$ cat config.mk
export PLATFORM = sky130hd
export DESIGN_NAME = tcw_ctrl
export DESIGN_NICKNAME = d
export VERILOG_FILES = /design/src/rtl/tcw_pkg.sv /design/src/rtl/tcw_ctrl.sv
export SDC_FILE = /design/constraint.sdc
export NUM_CORES = 1
export LEC_CHECK = 0
export BUFFER_PORTS_ARGS = -buffer_cell sky130_fd_sc_hd__buf_4
export CAP_MARGIN = 10
export CORE_MARGIN = 10
export CORE_UTILIZATION = 54
export DETAILED_ROUTE_END_ITERATION = 10
export GPL_ROUTABILITY_DRIVEN = 0
export PLACE_DENSITY = 0.81
export SLEW_MARGIN = 30
export SYNTH_ARGS = -nofsm -noshare
export SYNTH_HDL_FRONTEND = slang
export SYNTH_SLANG_ARGS = --single-unit
$ cat constraint.sdc
create_clock -name clk -period 4 [get_ports clk]
set_input_delay 0.6 -clock clk [delete_from_list [all_inputs] [get_ports clk]]
set_output_delay 0.6 -clock clk [all_outputs]
set_load 0.01 [all_outputs]
$ cat src/rtl/tcw_pkg.sv
`timescale 1ns / 1ps
`default_nettype none
// ----------------------------------------------------------------------------
// tcw_pkg
// Shared types and constants of the text console writer: screen geometry,
// command and register codes, channel payloads and control structs.
// ----------------------------------------------------------------------------
package tcw_pkg;

  localparam int COLUMNS = 80;
  localparam int ROWS    = 25;
  localparam int CELLS   = ROWS * COLUMNS;
  localparam int ADDR_W  = $clog2(CELLS);
  localparam int ROW_W   = 5;
  localparam int COL_W   = 7;
  localparam int CELL_W  = 16;
  // cells moved up by one scroll
  localparam int COPY_N  = (ROWS - 1) * COLUMNS;

  localparam logic [7:0] BLANK_CHAR = 8'h20;

  localparam logic [2:0] CMD_PUTCHAR   = 3'd0;
  localparam logic [2:0] CMD_BACKSPACE = 3'd1;
  localparam logic [2:0] CMD_CLEAR     = 3'd2;
  localparam logic [2:0] CMD_PUTAT     = 3'd3;
  localparam logic [2:0] CMD_READ      = 3'd4;

  localparam logic [1:0] CFG_TEXT_COLOR = 2'd0;
  localparam logic [1:0] CFG_PROT_COLS  = 2'd1;

  localparam logic [7:0] TEXT_COLOR_RESET = 8'd15;

  typedef struct packed {
    logic [2:0]       command;
    logic [7:0]       char_code;
    logic [7:0]       cell_color;
    logic [ROW_W-1:0] row;
    logic [COL_W-1:0] col;
  } req_t;

  typedef struct packed {
    logic [ROW_W-1:0]  cursor_row;
    logic [COL_W-1:0]  cursor_col;
    logic              scrolled;
    logic [CELL_W-1:0] cell_value;
  } rsp_t;

  typedef struct packed {
    logic              we;
    logic [ADDR_W-1:0] waddr;
    logic [CELL_W-1:0] wdata;
    logic              re;
    logic [ADDR_W-1:0] raddr;
  } ram_req_t;

  typedef struct packed {
    logic idle;
    logic done;
    rsp_t result;
  } ctrl_status_t;

endpackage
`default_nettype wire

$ cat src/rtl/tcw_ctrl.sv
`timescale 1ns / 1ps
`default_nettype none
// ----------------------------------------------------------------------------
// tcw_ctrl
// Command sequencer: owns the cursor, forms cell addresses with one shared
// address unit and walks the screen store for scroll and clear.
// ----------------------------------------------------------------------------
module tcw_ctrl (
  input  wire                      clk,
  input  wire                      rst,
  input  wire                      start,
  input  tcw_pkg::req_t            req,
  input  wire  [7:0]               text_color,
  input  wire  [tcw_pkg::COL_W-1:0] protected_columns,
  input  wire                      out_free,
  input  wire  [tcw_pkg::CELL_W-1:0] rd_data,
  output tcw_pkg::ram_req_t        ram,
  output tcw_pkg::ctrl_status_t    status
);
  import tcw_pkg::*;

  typedef enum logic [7:0] {
    ST_IDLE   = 8'b0000_0001,
    ST_CALC   = 8'b0000_0010,
    ST_EXEC   = 8'b0000_0100,
    ST_RDWAIT = 8'b0000_1000,
    ST_COPY   = 8'b0001_0000,
    ST_FILL   = 8'b0010_0000,
    ST_CLEAR  = 8'b0100_0000,
    ST_FINISH = 8'b1000_0000
  } state_t;

  state_t            state;
  req_t              cmd_q;
  logic [ADDR_W-1:0] cnt;
  logic [ADDR_W-1:0] addr_q;
  logic              in_range_q;
  logic [ROW_W-1:0]  cur_row;
  logic [COL_W-1:0]  cur_col;
  logic              scrolled_q;
  logic [CELL_W-1:0] value_q;

  logic [ROW_W-1:0]  au_row;
  logic [COL_W-1:0]  au_col;
  logic [ADDR_W+1:0] au_addr;
  logic              bs_ok;
  logic [CELL_W-1:0] blank_cell;

  assign blank_cell = {text_color, BLANK_CHAR};
  assign bs_ok      = cur_col > protected_columns;

  // shared address unit: row * COLUMNS + col
  always_comb begin
    au_row = cur_row;
    au_col = cur_col;
    case (cmd_q.command)
      CMD_BACKSPACE: au_col = cur_col - COL_W'(1);
      CMD_PUTAT, CMD_READ: begin
        au_row = cmd_q.row;
        au_col = cmd_q.col;
      end
      default: ;
    endcase
    au_addr = (ADDR_W+2)'(au_row) * (ADDR_W+2)'(COLUMNS) + (ADDR_W+2)'(au_col);
  end

  always_comb begin
    ram = '0;
    unique case (state)
      ST_EXEC: begin
        ram.waddr = addr_q;
        ram.raddr = addr_q;
        case (cmd_q.command)
          CMD_PUTCHAR: begin
            ram.we    = 1'b1;
            ram.wdata = {text_color, cmd_q.char_code};
          end
          CMD_BACKSPACE: begin
            ram.we    = bs_ok;
            ram.wdata = blank_cell;
          end
          CMD_PUTAT: begin
            ram.we    = in_range_q;
            ram.wdata = {cmd_q.cell_color, cmd_q.char_code};
          end
          CMD_READ: ram.re = in_range_q;
          default: ;
        endcase
      end
      ST_COPY: begin
        // read one row ahead, write the beat read in the previous cycle
        ram.re    = cnt < ADDR_W'(COPY_N);
        ram.raddr = cnt + ADDR_W'(COLUMNS);
        ram.we    = cnt != '0;
        ram.waddr = cnt - ADDR_W'(1);
        ram.wdata = rd_data;
      end
      ST_FILL, ST_CLEAR: begin
        ram.we    = 1'b1;
        ram.waddr = cnt;
        ram.wdata = blank_cell;
      end
      default: ;
    endcase
  end

  always_ff @(posedge clk) begin
    if (rst) begin
      state      <= ST_IDLE;
      cur_row    <= '0;
      cur_col    <= '0;
      cnt        <= '0;
      scrolled_q <= 1'b0;
      value_q    <= '0;
    end else begin
      unique case (state)
        ST_IDLE: begin
          if (start) begin
            cmd_q      <= req;
            scrolled_q <= 1'b0;
            value_q    <= '0;
            state      <= ST_CALC;
          end
        end
        ST_CALC: begin
          addr_q     <= au_addr[ADDR_W-1:0];
          in_range_q <= (cmd_q.row < ROW_W'(ROWS)) && (cmd_q.col < COL_W'(COLUMNS));
          state      <= ST_EXEC;
        end
        ST_EXEC: begin
          state <= ST_FINISH;
          case (cmd_q.command)
            CMD_PUTCHAR: begin
              if (cur_col == COL_W'(COLUMNS - 1)) begin
                cur_col <= '0;
                if (cur_row == ROW_W'(ROWS - 1)) begin
                  scrolled_q <= 1'b1;
                  cnt        <= '0;
                  state      <= ST_COPY;
                end else begin
                  cur_row <= cur_row + ROW_W'(1);
                end
              end else begin
                cur_col <= cur_col + COL_W'(1);
              end
            end
            CMD_BACKSPACE: begin
              if (bs_ok) begin
                cur_col <= cur_col - COL_W'(1);
              end
            end
            CMD_CLEAR: begin
              cur_row <= '0;
              cur_col <= '0;
              cnt     <= '0;
              state   <= ST_CLEAR;
            end
            CMD_READ: begin
              if (in_range_q) begin
                state <= ST_RDWAIT;
              end
            end
            default: ;
          endcase
        end
        ST_RDWAIT: begin
          value_q <= rd_data;
          state   <= ST_FINISH;
        end
        ST_COPY: begin
          if (cnt == ADDR_W'(COPY_N)) begin
            state <= ST_FILL;
          end else begin
            cnt <= cnt + ADDR_W'(1);
          end
        end
        ST_FILL, ST_CLEAR: begin
          if (cnt == ADDR_W'(CELLS - 1)) begin
            state <= ST_FINISH;
          end else begin
            cnt <= cnt + ADDR_W'(1);
          end
        end
        ST_FINISH: begin
          if (out_free) begin
            state <= ST_IDLE;
          end
        end
        default: state <= ST_IDLE;
      endcase
    end
  end

  assign status.idle              = state == ST_IDLE;
  assign status.done              = (state == ST_FINISH) && out_free;
  assign status.result.cursor_row = cur_row;
  assign status.result.cursor_col = cur_col;
  assign status.result.scrolled   = scrolled_q;
  assign status.result.cell_value = value_q;

  a_cursor_in_range: assert property (@(posedge clk) disable iff (rst)
    (cur_row < ROW_W'(ROWS)) && (cur_col < COL_W'(COLUMNS)))
    else $error("cursor left the screen");

  a_write_in_range: assert property (@(posedge clk) disable iff (rst)
    ram.we |-> (ram.waddr < ADDR_W'(CELLS)))
    else $error("write beyond the screen store");

  a_scroll_cursor: assert property (@(posedge clk) disable iff (rst)
    (state == ST_FILL) |-> (cur_row == ROW_W'(ROWS - 1)) && (cur_col == '0))
    else $error("cursor not on the last row during scroll");

  a_read_then_wait: assert property (@(posedge clk) disable iff (rst)
    (ram.re && (state == ST_EXEC)) |=> (state == ST_RDWAIT))
    else $error("cell read not followed by data capture");

  a_scroll_flag: assert property (@(posedge clk) disable iff (rst)
    (state == ST_COPY) |-> scrolled_q)
    else $error("scroll without scrolled flag");

endmodule
`default_nettype wire

==> flow_results.xml <==
<?xml version="1.0" encoding="UTF-8"?>
<metrics>
  <group name="status">
    <metric name="run_status" unit="">complete, no violations</metric>
  </group>
  <group name="cts">
    <metric name="cts.htree.levels" unit="">3</metric>
    <metric name="cts_root_buffer" unit="">sky130_fd_sc_hd__clkbuf_8</metric>
    <metric name="cts.repair_timing.setup_buffer_count" unit="">0</metric>
    <metric name="clk_pin_slew_worst_paths" unit="ns">0.10</metric>
    <metric name="cts-root-to-sink-buffers" unit="">2</metric>
    <metric name="cts_sinks" unit="">91</metric>
    <metric name="clkLatencyLatePin" unit="ns">0.36</metric>
    <metric name="cts_tree" unit="">done</metric>
    <metric name="ctsResizeCount" unit="">0</metric>
    <metric name="cts_hold_buffers" unit="">0</metric>
    <metric name="cts_buffers" unit="">9</metric>
  </group>
  <group name="synthesis">
    <metric name="synth_area_leader" unit="">sky130_fd_sc_hd__edfxtp_1</metric>
    <metric name="ys_dominant_reg_cell" unit="">sky130_fd_sc_hd__dfxtp_1</metric>
    <metric name="synthDistinctLibCells" unit="">68</metric>
    <metric name="synth.cell_area" unit="sq mm">0.005473</metric>
    <metric name="postSynthRegisterBits" unit="">91</metric>
    <metric name="synth.area.top_cells" unit="">sky130_fd_sc_hd__edfxtp_1 (24%), sky130_fd_sc_hd__dfxtp_1 (18%), sky130_fd_sc_hd__ha_1 (5.9%)</metric>
    <metric name="yosysWarningCount" unit="">0</metric>
    <metric name="synth_sequential_area_ratio" unit="%">41.15</metric>
    <metric name="synth_async_sr_flop_share" unit="%">0</metric>
    <metric name="synthTopCellsByCount" unit="">sky130_fd_sc_hd__a21oi_1 (61), sky130_fd_sc_hd__nand2_1 (61), sky130_fd_sc_hd__nor2_1 (53), sky130_fd_sc_hd__dfxtp_1 (48), sky130_fd_sc_hd__o21ai_0 (48)</metric>
    <metric name="synthesized_instance_count" unit="">623</metric>
    <metric name="synthesis.nets" unit="">717</metric>
    <metric name="avgSynthCellArea" unit="sq um">8.785</metric>
    <metric name="post-synth-top-area-fraction" unit="%">23.59</metric>
    <metric name="synth_edf_count" unit="">43</metric>
  </group>
  <group name="global_route">
    <metric name="vias_in_the_first_global_route" unit="">5161</metric>
    <metric name="largest_net_degree_at_the_start_of_global_routing" unit="">43</metric>
    <metric name="grt_overflow" unit="">0</metric>
    <metric name="globalRouteTotalUtil" unit="%">20.91</metric>
    <metric name="number_of_antenna_violations_at_the_first_check_in_global_routing" unit="">0</metric>
    <metric name="grt_pass1_wl" unit="mm">25.29</metric>
  </group>
  <group name="finish">
    <metric name="syn_to_final_growth" unit="%">23.69</metric>
    <metric name="layout-drive-gt1-share" unit="%">22.85</metric>
    <metric name="final_cells" unit="">877</metric>
    <metric name="num-fill-cells" unit="">796</metric>
    <metric name="layout.nets" unit="">833</metric>
    <metric name="stdcell_area" unit="sq mm">0.006769</metric>
    <metric name="multi_input_area" unit="sq mm">0.002980</metric>
    <metric name="seq_area" unit="sq mm">0.002252</metric>
    <metric name="ant_diodes" unit="">0</metric>
  </group>
  <group name="sta">
    <metric name="setup-tns-final" unit="ns">0</metric>
    <metric name="setup_repair_after_global_routing_missed_its_margin" unit="">false</metric>
    <metric name="timing.final.setup_violations" unit="">0</metric>
    <metric name="finClkSkew" unit="ns">0.01377</metric>
    <metric name="timing_max_transition_violations_final" unit="">0</metric>
    <metric name="hold_violations" unit="">0</metric>
    <metric name="layout_worst_path_cycle_share" unit="%">87.48</metric>
    <metric name="finalHoldWorstSlack" unit="ns">0.4028</metric>
    <metric name="maxSlewHeadroom" unit="%">39.17</metric>
    <metric name="timing_limited_maximum_frequency" unit="MHz">285.8</metric>
    <metric name="final_period_minus_worst_setup_slack" unit="ns">3.499</metric>
    <metric name="worstMarginPinSlew" unit="ns">0.9124</metric>
  </group>
  <group name="min_path">
    <metric name="holdCritStartpoint" unit="">req[26]</metric>
    <metric name="hold_path_class" unit="">input pin to flop</metric>
  </group>
  <group name="power">
    <metric name="ir_drop" unit="V">0.0001735</metric>
    <metric name="power_density" unit="mW/mm^2">276.0</metric>
    <metric name="p_leak" unit="nW">2.777</metric>
  </group>
  <group name="die">
    <metric name="die_area" unit="sq mm">0.01456</metric>
    <metric name="core.rowCount" unit="">36</metric>
    <metric name="count_of_boundary_i_o_pins" unit="">137</metric>
    <metric name="start_util" unit="%">55.73</metric>
    <metric name="core" unit="sq mm">0.009819</metric>
    <metric name="die_h" unit="um">120.7</metric>
    <metric name="die-width" unit="um">120.7</metric>
  </group>
  <group name="detailed_routing">
    <metric name="drt_pass1_iterations" unit="">6</metric>
    <metric name="dr.first_iter.drc_count" unit="">723</metric>
    <metric name="drt-wirelength-per-cell" unit="um">18.18</metric>
    <metric name="drt.antenna.violating_nets" unit="">0</metric>
    <metric name="via_count" unit="">5300</metric>
    <metric name="post-route-drc-count" unit="">0</metric>
    <metric name="vias_per_cell" unit="">6.043</metric>
    <metric name="wirelength" unit="mm">15.94</metric>
  </group>
  <group name="worst_setup_path">
    <metric name="reg_to_reg_start" unit="">cmd_q[28]</metric>
    <metric name="critical_path.n_buffers_inverters" unit="">1</metric>
    <metric name="critical_path.slowest_cell" unit="">sky130_fd_sc_hd__edfxtp_1</metric>
    <metric name="cp-start-kind" unit="">flop</metric>
    <metric name="cp_cell_sequence" unit="">nand2b_1 -&gt; o21ai_1 -&gt; buf_4 -&gt; nor2_1 -&gt; a21o_1 -&gt; ha_1 -&gt; ha_1 -&gt; fa_1 -&gt; xor2_1 -&gt; o2111ai_1 -&gt; xnor2_1 -&gt; xnor2_1</metric>
    <metric name="path_max_fanout" unit="">14</metric>
    <metric name="cp.arrival" unit="ns">3.63</metric>
    <metric name="critPathLaunch" unit="">cmd_q[28]</metric>
    <metric name="crit_type" unit="">flop to flop</metric>
    <metric name="timing.critical_path.slowest_cell_delay" unit="ns">0.57</metric>
    <metric name="critPathTopFamily" unit="">adder cells</metric>
    <metric name="worst_path_required" unit="ns">4.13</metric>
    <metric name="crit_path_end_kind" unit="">flop</metric>
  </group>
  <group name="job">
    <metric name="max_cap_violations" unit="">0</metric>
  </group>
  <group name="placed_design">
    <metric name="detailedPlacementHpwl" unit="mm">12.10</metric>
    <metric name="io_buffer_count" unit="">136</metric>
    <metric name="placed_cell_area" unit="sq mm">0.006563</metric>
    <metric name="dpl.cell_count" unit="">861</metric>
  </group>
</metrics>
## stage by stage
step | power (W) | worst slack [ns] | utilization [%]
2_1_floorplan | 0.001144 | 0.2030 | -
3_3_place_gp | 0.001230 | 0.6418 | 66.82
3_5_place_dp | 0.001237 | 0.5118 | 66.83
4_1_cts | 0.001876 | 0.5184 | 68.90
5_1_grt | 0.001939 | 0.3043 | 68.93
6_report | 0.001868 | 0.5009 | 68.93
## registers in the layout, indices dropped and copies added, names as in the netlist
name and count:
value_q 16, in_range_q 1, scrolled_q 1, cur_col 7, cur_row 5, cnt 11, state 8, addr_q 11
cmd_q 31
## placed cells by master, fill, tap and decap left out, types with 3 or more instances in the layout
master and n:
sky130_fd_sc_hd__o31ai_1 3, sky130_fd_sc_hd__nor2b_1 15, sky130_fd_sc_hd__nand2b_1 8, sky130_fd_sc_hd__a21oi_1 61, sky130_fd_sc_hd__a22o_1 9, sky130_fd_sc_hd__o211ai_1 6, sky130_fd_sc_hd__a22oi_1 9, sky130_fd_sc_hd__buf_4 142
sky130_fd_sc_hd__edfxtp_1 43, sky130_fd_sc_hd__mux2_2 3, sky130_fd_sc_hd__a31oi_1 5, sky130_fd_sc_hd__o21ai_0 48, sky130_fd_sc_hd__mux2i_1 3, sky130_fd_sc_hd__nor4_1 3, sky130_fd_sc_hd__xor2_1 11, sky130_fd_sc_hd__a221o_1 5
sky130_fd_sc_hd__xnor2_1 9, sky130_fd_sc_hd__a21o_1 5, sky130_fd_sc_hd__ha_1 26, sky130_fd_sc_hd__o311ai_0 3, sky130_fd_sc_hd__nand4_1 10, sky130_fd_sc_hd__and2_1 4, sky130_fd_sc_hd__o311a_1 3, sky130_fd_sc_hd__or3_1 7
sky130_fd_sc_hd__nand2_1 61, sky130_fd_sc_hd__nand3_1 27, sky130_fd_sc_hd__nor3_1 8, sky130_fd_sc_hd__inv_1 27, sky130_fd_sc_hd__dfxtp_1 48, sky130_fd_sc_hd__a211oi_1 5, sky130_fd_sc_hd__nand4b_1 3, sky130_fd_sc_hd__clkbuf_8 10
sky130_fd_sc_hd__nor2_1 52, sky130_fd_sc_hd__and3_1 11
## logic make-up after synthesis
group / synth area share, %
simple gates: 21.08
buf+inv: 4.527
mux: 1.166
compound gates: 22.20
fa+ha+maj: 6.676
flops: 41.15
xor+xnor: 3.201
## power by group
part | switching (W) | total (W) | internal [W]
clock | 0.000339 | 0.000649 | 0.000310
combinational | 0.000109 | 0.000201 | 0.0000923
sequential | 0.0000156 | 0.00102 | 0.00100
total | 0.000463 | 0.00187 | 0.00140
## area by class of cell
cell class                 count  area share (%)
clock buffer                  11           2.089
clock inverter                 5          0.9057
inverter                      27           1.497
multi-input combinational    468           44.03
sequential                    91           33.27
tap                          133           2.458
timing repair buffer         142           15.75
## worst paths after layout
| path | end | slack, ns | cells after the start |
|---|---|---|---|
| setup / recovery | addr_q[10] | 0.50 | 12 |
| hold / removal | cmd_q[26] | 0.40 | 1 |
| setup reg to reg | addr_q[10] | 0.50 | 12 |
| hold reg to reg | scrolled_q | 0.47 | 2 |
## metal layers
metal,GRT usage [%],wire [um]
met5,0,0
met4,7.089,360
met3,4.700,1026
met2,35.91,8115
met1,25.24,6438
(Power assumes the default switching activity.)
